**config.mk**
```make
export PLATFORM = sky130hd
export DESIGN_NAME = ppu_div
export DESIGN_NICKNAME = d
export VERILOG_FILES = /design/src/ppu_pkg.sv /design/src/ppu_div.sv
export SDC_FILE = /design/constraint.sdc
export NUM_CORES = 1
export LEC_CHECK = 0
export ABC_AREA = 1
export BUFFER_PORTS_ARGS = -buffer_cell sky130_fd_sc_hd__buf_2
export CAP_MARGIN = 10
export CORE_MARGIN = 8
export CORE_UTILIZATION = 50
export DETAILED_ROUTE_END_ITERATION = 8
export PLACE_DENSITY = 0.77
export RECOVER_POWER = 100
export SETUP_SLACK_MARGIN = 0.05
export SYNTH_ARGS = -nofsm -noshare
export SYNTH_HDL_FRONTEND = slang
export SYNTH_SLANG_ARGS = --single-unit
```
**constraint.sdc**
```tcl
create_clock -name clk -period 2.45 [get_ports clk]
set_clock_uncertainty 0.2 [all_clocks]
set_input_delay 0.49 -clock clk [delete_from_list [all_inputs] [get_ports clk]]
set_output_delay 0.49 -clock clk [all_outputs]
set_load 0.01 [all_outputs]
```
**src/ppu_pkg.sv**
```systemverilog
// Shared types, constants and a helper function of the particle pool.
package ppu_pkg;

	localparam int MAX_PARTICLES = 64;
	localparam int DEN_W = 10;
	localparam int Q_W = 16;
	localparam int LANES = 5;

	typedef struct packed {
		logic        mode;
		logic [9:0]  life;
		logic [47:0] position;
		logic [47:0] velocity;
		logic [47:0] acceleration;
		logic [15:0] birth_scale;
		logic [15:0] death_scale;
		logic [31:0] birth_rgba;
		logic [31:0] death_rgba;
	} ppu_in_t;

	typedef struct packed {
		logic [47:0] particle_position;
		logic [15:0] particle_scale;
		logic [31:0] particle_color;
		logic        last;
	} ppu_out_t;

	typedef struct packed {
		logic [47:0] position;
		logic [47:0] velocity;
		logic [47:0] acceleration;
		logic [9:0]  life;
		logic [9:0]  age;
		logic [31:0] scale_pair;
		logic [31:0] birth_rgba;
		logic [31:0] death_rgba;
	} ppu_entry_t;

	typedef struct packed {
		logic load;
		logic step;
	} ppu_div_ctl_t;

	typedef enum logic [2:0] {
		ST_IDLE,
		ST_READ,
		ST_CHECK,
		ST_DIV,
		ST_EMIT
	} ppu_state_t;

	localparam logic MODE_ADD = 1'b0;
	localparam logic MODE_TICK = 1'b1;

	// Component-wise saturating add of two packed signed Q8.8 vectors.
	function automatic logic [47:0] vec_add_sat(input logic [47:0] a, input logic [47:0] b);
		logic [47:0] r;
		logic signed [16:0] s;
		r = '0;
		for (int k = 0; k < 3; k++) begin
			s = 17'(signed'(a[16*k +: 16])) + 17'(signed'(b[16*k +: 16]));
			if (s > 17'sd32767) r[16*k +: 16] = 16'h7fff;
			else if (s < -17'sd32768) r[16*k +: 16] = 16'h8000;
			else r[16*k +: 16] = s[15:0];
		end
		return r;
	endfunction

endpackage

```
**src/ppu_div.sv**
```systemverilog
// One lane of the shared restoring divider, one quotient bit per step.
module ppu_div #(
	parameter int DEN_W = ppu_pkg::DEN_W,
	parameter int Q_W = ppu_pkg::Q_W
) (
	input  logic                     clk,
	input  ppu_pkg::ppu_div_ctl_t    ctl,
	input  logic [DEN_W+Q_W-1:0]     num,
	input  logic [DEN_W-1:0]         den,
	output logic [Q_W-1:0]           quo
);

	logic [DEN_W-1:0] rem_q;
	logic [Q_W-1:0]   low_q;
	logic [DEN_W:0]   trial;
	logic             ge;

	assign trial = {rem_q, low_q[Q_W-1]};
	assign ge = trial >= {1'b0, den};
	assign quo = low_q;

	// The quotient is known to fit Q_W bits, so the upper numerator bits start as remainder.
	always_ff @(posedge clk) begin
		if (ctl.load) begin
			rem_q <= num[DEN_W+Q_W-1:Q_W];
			low_q <= num[Q_W-1:0];
		end else if (ctl.step) begin
			rem_q <= ge ? DEN_W'(trial - {1'b0, den}) : trial[DEN_W-1:0];
			low_q <= {low_q[Q_W-2:0], ge};
		end
	end

endmodule

```
=== Yosys cells after proc, flatten, opt, wreduce, memory -nomap -nowiden ===
Index checks and enable logic that the tools add are counted.

* Register bits: 26
* Bits in latches: 0
* Memory bits (writable): 0
* Memory bits (read-only): 0
* Input port bits: 39
* Output and inout port bits: 16
* Word-level logic and storage cells: 10
* Memories kept: 0

* Add/subtract/negate cells: 1
* $mul: 0
* Div/mod/pow operators: 0
* $lt $le $gt $ge: 1
* Equality and inequality tests: 0
* Shift-type cells: 0
* Mux-type cells: 5
* Bitwise logic cells: 0
* Reduce and logical (&&, ||, !) cells: 1

{| class="wikitable"
|+ Operators with widths
! operator !! number
|-
| $mux 16 || 2
|-
| $mux 10 || 3
|-
| $ge 11x10->1 || 1
|-
| $sub 10x10->10 || 1
|-
| $reduce_bool 2->1 || 1
|}

=== Depth between registers and ports, before layout ===
Gate-level depths: netlist of run 1.

* Word-level depth: 4
* Mapped depth: 12
* Depth with buffers taken out: 12

=== Worst setup path before layout of run 1 ===
OpenSTA, ideal clock, no wires.

* Kind: input -> register
* Start: in den[0]
* End: reg rem_q[6], data pin
* Setup time: 253 ps
* Data arrival time: 1,643 ps
* Data required time: 1,997 ps
* Setup slack: 354 ps
* Cell stages on the path: 8
* Path buffers: 0
* Cell sequence: ha_1 > fa_1 > o21ai_1 > nand2_1 > nand3_1 > nand3_2 > nand3_1 > nand2_1

* Cells in the longest elaborated chain, start to end: 4
* Elaborated cells between the ends (all ways): 5
* Classes of those cells: add/sub: 1; order compare: 1; mux: 3

{| class="wikitable"
|+ RTL lines
! item !! RTL line !! text
|-
| start, declared || ppu_div.sv:9 || <nowiki>input logic [DEN_W-1:0] den,</nowiki>
|-
| $sub 10x10->10 or $ge 11x10->1 (tied branches) || ppu_div.sv:28, ppu_div.sv:19 ||
|-
| $mux 10 (*) || ppu_div.sv:28 || <nowiki>rem_q <= ge ? DEN_W'(trial - {1'b0, den}) : trial[DEN_W-1:0];</nowiki>
|-
| $mux 10 (*) || ppu_div.sv:27 || <nowiki>end else if (ctl.step) begin</nowiki>
|-
| $mux 10 (*) || ppu_div.sv:24 || <nowiki>if (ctl.load) begin</nowiki>
|-
| end signal, assigned || ppu_div.sv:25 || <nowiki>rem_q <= num[DEN_W+Q_W-1:Q_W];</nowiki>
|-
| end signal, assigned || ppu_div.sv:28 ||
|-
| end, declared || ppu_div.sv:13 || <nowiki>logic [DEN_W-1:0] rem_q;</nowiki>
|}

Mark *: on every way between the ends. The rest lies on a longest branch, timed or not. The select of a mux whose other input is x is not followed.
A chain may end at the register's enable or synchronous reset.

=== Worst setup path after layout of run 1 ===
* Start: reg rem_q[3]
* End: reg rem_q[3], data pin

* Cells in the longest elaborated chain, start to end: 4

{| class="wikitable"
|+ RTL lines
! item !! RTL line !! text
|-
| $ge 11x10->1 || ppu_div.sv:19 || <nowiki>assign ge = trial >= {1'b0, den};</nowiki>
|-
| $mux 10 || ppu_div.sv:28 ||
|-
| $mux 10 || ppu_div.sv:27 ||
|-
| $mux 10 || ppu_div.sv:24 ||
|}

No other way between the ends. The select of a mux whose other input is x is not followed.

==> metrics, run 1 <==
cts repair resizes 0; post-DP HPWL 3.73 mm; vias roughly 1800; post-synth top area share ~40%; WL final around 4.5 mm; Die ar. about 6100 µm²; logic gate share of total power between 40% and 50%; Synth-to-Final Area Change 17.0%; DP Worst Slack just over 90 ps; Sw Ratio between 30% and 40%; synth cell count leaders nand2_1, inv_1, edfxtp_1; DP Cell Count approximately 360; post-route ant nets 0; CTS tree built; chip width between 70 and 80 µm; Max Clk Rate about 460 MHz; largest net degree at the start of global routing 22; Critical Path Fanout Max 5; Setup CP Type reg -> reg; Syn Area/Cell approximately 7.5 µm²; Iteration-0 DRC Markers slightly below 90; DR vias/cell 4.98; Worst Setup Start Kind register; placed cell areas about 2300 µm²; DRC Markers 0; crit path from rem_q[3]; design area 2260 µm²; Final nets around 360; outcome complete, no violations; CTS root buf clkbuf_8; WP data arrival around 2000 ps; RR Startpoint rem_q[3]; FF+latch count, synth 26; Reg power frac between 40% and 50%; Worst setup EP type register; worst hold slack 287 ps; VDD IR max between 0.4 and 0.5 mV; number of synthesized flops with an enable pin 26; worst skew pair latency between 200 and 300 ps; max_slew headroom a little under half; DR WL/cell between 10 and 15 µm; Final Max Tran Viols 0; Internal slightly above 0.9 mW; worst hold-check path type in -> reg; max-cap violation count 0; synth top area cells edfxtp_1, nand2_1, inv_1; Tmin final 2180 ps; worst reg2reg setup slack between 200 and 300 ps; TritonCTS Buffers 3; drt first pass iters 4; CORE AREA around 3700 µm²; Synth Net Count just over 300; slack of the critical path roughly 270 ps; most numerous cell in the Yosys netlist nand2_1; Synth cell types 27; chip height 78.1 µm; first-pass GRT wire length approximately 7.8 mm; postcts setup bufs 0; ys async rst share 0%; Non-Filler Instances 360; Synth Instances approximately 260; Leak ~1.2 nW; register area share after synthesis about two fifths; register cell area after layout 781 µm²; layout cell share with drive strength beyond 1 around a fifth; multi-input combinational cell area just over 900 µm²; period utilization between 80% and 90%; Tot GR Track Use 14.9%; Ant. Diodes 0; Ports 55; htree depth 1; vias in the first global route about 1800; final setup vio count 0; Clock power frac approximately 16%; Worst Path Required 2270 ps; pwr/cell area 655 nW/µm²; Rows 22; clk buf depth 2; synth warn 0; grt total ovfl 0; Overall Power 1.48 mW; initial antenna violation count 0; Post-Synthesis Cell Area just under 2000 µm²; largest area contributor in the netlist edfxtp_1; I/O Buffers 54; Hold Vio Cnt, Final 0; worst slew pin tran 803 ps; Initial Util a little over half; worst hold start num[7]; P_sw between 0.5 and 0.6 mW; unrepaired setup endpoints after global routing no; Clock Sinks 26; Finished Core Util 61.2%; routability cong. about 0.84; Fill cells 380; clock transition at the registers of the reported paths roughly 90 ps; Final TNS setup 0 ps; Main synth FF type edfxtp_1; hold_buf cts 0
-- per-layer routing --
| metal | wire, µm | global-route usage [%] | vias to the layer above |
|---|---|---|---|
| met1 | 1950 | 17.6 | 811 |
| li1 | - | - | 928 |
| met4 | 44 | 3.89 | 0 |
| met2 | 2220 | 25.7 | 46 |
| met3 | 302 | 4.21 | 6 |
| met5 | 0 | 0 | - |
-- area by class of cell --
type	count	area share, %
Multi-Input combinational cell	181	40.9
Tap cell	48	2.66
Sequential cell	26	34.6
Timing Repair Buffer	62	13.4
Inverter	40	6.65
Clock buffer	3	1.83
-- critical path: stages, from the launching register on --
cell      delay (ps)
edfxtp_1         430
ha_1             380
nand2_1          100
nor2_1           160
nand3_1          130
nand4_2          180
buf_4            160
nand2_1           60
nand3_1           80
nand2_1           70
-- flip-flops by register name, indices dropped and copies added, names as in the netlist --
signal,flops
rem_q,10
quo,16
-- path summary, 6_finish.rpt --
| path | to | cells past startpoint |
|---|---|---|
| worst max-delay path | rem_q[3] | 9 |
| worst min-delay path | quo[7] | 3 |
| worst max register to register | rem_q[3] | 9 |
| worst min register to register | quo[1] | 2 |
-- cell families (layout without fill, tap and decap cells) --
| family | count (synthesis) | count (layout) | synth area share [%] |
|---|---|---|---|
| and+or+nand+nor | 162 | 162 | 38.0 |
| buffers and inverters | 49 | 105 | 11.1 |
| DFF | 26 | 26 | 40.4 |
| adders and majority gates | 11 | 11 | 7.52 |
| AOI/OAI and AO/OA | 5 | 5 | 1.62 |
| xor gates and xnor gates | 3 | 3 | 1.36 |
-- power by group through the flow --
stage	logic, mW	registers (mW)	clock network, mW
after detailed placement	0.652	0.626	0
final	0.623	0.618	0.239
after CTS	0.655	0.617	0.244
after global placement	0.637	0.625	0
after global routing	0.710	0.627	0.264
after floorplan	0.489	0.628	0
-- cell usage in the layout, fill, tap and decap left out --
master,instances
o21bai_1,1
nor2_2,1
buf_2,37
o21ai_1,1
nor2_1,8
nand4_2,1
nand2_2,3
a21oi_2,1
inv_1,36
fa_1,1
nand3_1,20
clkbuf_8,3
clkbuf_1,18
nand2_1,110
a21oi_1,2
buf_4,6
ha_1,10
xor2_1,1
nand3_2,5
and2_4,1
clkinv_1,2
clkbuf_2,1
xnor2_1,2
nand4_1,11
or2_1,1
edfxtp_1,26
inv_2,2
or2_0,1
Note: power is estimated with default switching activity, not from simulation.
==> run 2: changes to the inputs <==
--- a/config.mk
+++ b/config.mk
@@ -10,10 +10,11 @@
 export CAP_MARGIN = 10
 export CORE_MARGIN = 8
 export CORE_UTILIZATION = 50
+export CTS_CLUSTER_DIAMETER = 50
 export DETAILED_ROUTE_END_ITERATION = 8
 export PLACE_DENSITY = 0.77
 export RECOVER_POWER = 100
-export SETUP_SLACK_MARGIN = 0.05
+export SETUP_SLACK_MARGIN = 0.3
 export SYNTH_ARGS = -nofsm -noshare
 export SYNTH_HDL_FRONTEND = slang
 export SYNTH_SLANG_ARGS = --single-unit
==> run 2 against run 1 <==
  * Combinational power increased by 22%
  * Sequential power increased by 2%
  * Critical path depth increased by 2
  * Utilization increased by 5.5 points
  * Global-route usage increased by 0.21 points
  * Critical path type unchanged
  * Cell count increased by 1.7%
  * Wire length increased by 7.1%
  * Critical endpoint is now rem_q[6]
==> metrics, run 2 (synthesis gave the netlist of run 1 again) <==
outcome complete, no violations; chip width 78.1 µm; Clock power frac 14.6%; htree depth 1; worst slew pin tran about 900 ps; Ant. Diodes 0; Synth-to-Final Area Change 27.4%; worst skew pair latency around 260 ps; slack of the critical path about 250 ps; vias around 1900; most common cell after layout, fill and taps aside nand2_1; most frequent cells in the layout nand2_1, buf_2, inv_1, edfxtp_1, nand3_1; Fill cells 346; Iteration-0 DRC Markers approximately 120; initial antenna violation count 0; max_slew headroom between 30 and 40%; DP Cell Count ~360; CTS root buf clkbuf_8; Non-Filler Instances 366; Worst path max stage delay ~420 ps; Max Clk Rate between 400 and 500 MHz; post-route ant nets 0; DR WL/cell 13.2 µm; Rows 22; placed cell areas around 2300 µm²; DP Worst Slack a little over 90 ps; WP data arrival a little over 2000 ps; Reg power frac 38.8%; Final nets 370; max-cap violation count 0; CTS tree built; unrepaired setup endpoints after global routing yes; largest net degree at the start of global routing 22; Setup CP Type reg -> reg; P_sw 0.608 mW; Leak between 1 and 1.5 nW; Sw Ratio 37.3%; Final TNS setup 0 ps; Ports 55; Tot GR Track Use about 15%; Largest register FFs 16; logic gate share of total power between 40% and 50%; Worst Path Required approximately 2300 ps; first-pass GRT wire length 7.89 mm; routability cong. around 0.84; period utilization between 80 and 90%; Crit path top cell by count nand2_1; vias in the first global route 1844; CORE AREA approximately 3700 µm²; I/O Buffers 54; clk buf depth 2; Initial Util 52.3%; design area between 2000 and 2500 µm²; layout cell share with drive strength beyond 1 approximately a quarter; Tmin final between 2000 and 2500 ps; grt total ovfl 0; Critical Path Fanout Max 5; TritonCTS Buffers 3; register cell area after layout a little under 800 µm²; Final Max Tran Viols 0; final setup vio count 0; chip height between 70 and 80 µm; VDD IR max roughly 0.42 mV; worst hold-check path type in -> reg; Worst setup EP type register; DRC Markers 0; Overall Power ~1.6 mW; Die ar. just over 6000 µm²; post-DP HPWL about 3.7 mm; drt first pass iters 4; pwr/cell area between 600 and 700 nW/µm²; worst-path cell chain ha_1 > nand2_1 > inv_2 > nand2_1 > nor2_1 > nand2_2 > nand4_4 > clkbuf_1 > nand3_2 > nand3_1 > nand2_1; WL final between 4 and 5 mm; Finished Core Util between 60% and 70%; DR vias/cell 5.14; clock transition at the registers of the reported paths around 90 ps; worst hold slack roughly 290 ps; Hold Vio Cnt, Final 0; Clock Sinks 26; Worst path slowest cell edfxtp_1; Internal slightly above 1 mW; Worst Setup Start Kind register; multi-input combinational cell area ~1100 µm²
## run 2: what timing repair did
action,4_1_cts,5_1_grt
resized for setup,5,17
buffers inserted,0,5
gates cloned,0,1
pin swaps,0,10
hold buffers,0,0
endpoints found under the setup margin,6,11
## run 2: cell type report
type                            count  area share, %
Timing Repair Buffer               67           14.4
Multi-Input combinational cell    182           43.6
Clock buffer                        3           1.68
Tap cell                           48           2.44
Inverter                           40           6.10
Sequential cell                    26           31.7
## run 2: path summary, 6_finish.rpt
check             cells past startpoint      from  slack [ps]  endpoint
hold reg to reg                       2    quo[0]         350    quo[1]
setup / recovery                     11  rem_q[3]         250  rem_q[6]
hold / removal                        3    num[7]         290    quo[7]
setup reg to reg                     11  rem_q[3]         250  rem_q[6]
## run 2: power groups by stage
stage / Sequential [mW] / Clock [mW] / Combinational (mW)
2_1_floorplan: 0.628 / 0 / 0.489
3_3_place_gp: 0.625 / 0 / 0.637
3_5_place_dp: 0.626 / 0 / 0.652
4_1_cts: 0.622 / 0.244 / 0.681
5_1_grt: 0.642 / 0.264 / 0.846
6_report: 0.632 / 0.238 / 0.760
## run 2: critical path, delay by kind of cell, from the launching register on
kind          cells  cell delay, ps
buf+inv           2             290
simple gates      8             680
flops             1             420
fa+ha+maj         1             380
## run 2: per-layer routing
layer,vias up,wire length [µm],share of wire [%],GRT usage (%)
li1,941,-,-,-
met1,866,1950,40,17.9
met2,71,2450,51,26.0
met3,4,405,8.4,4.21
met4,0,31,0.64,3.89
met5,-,0,0,0
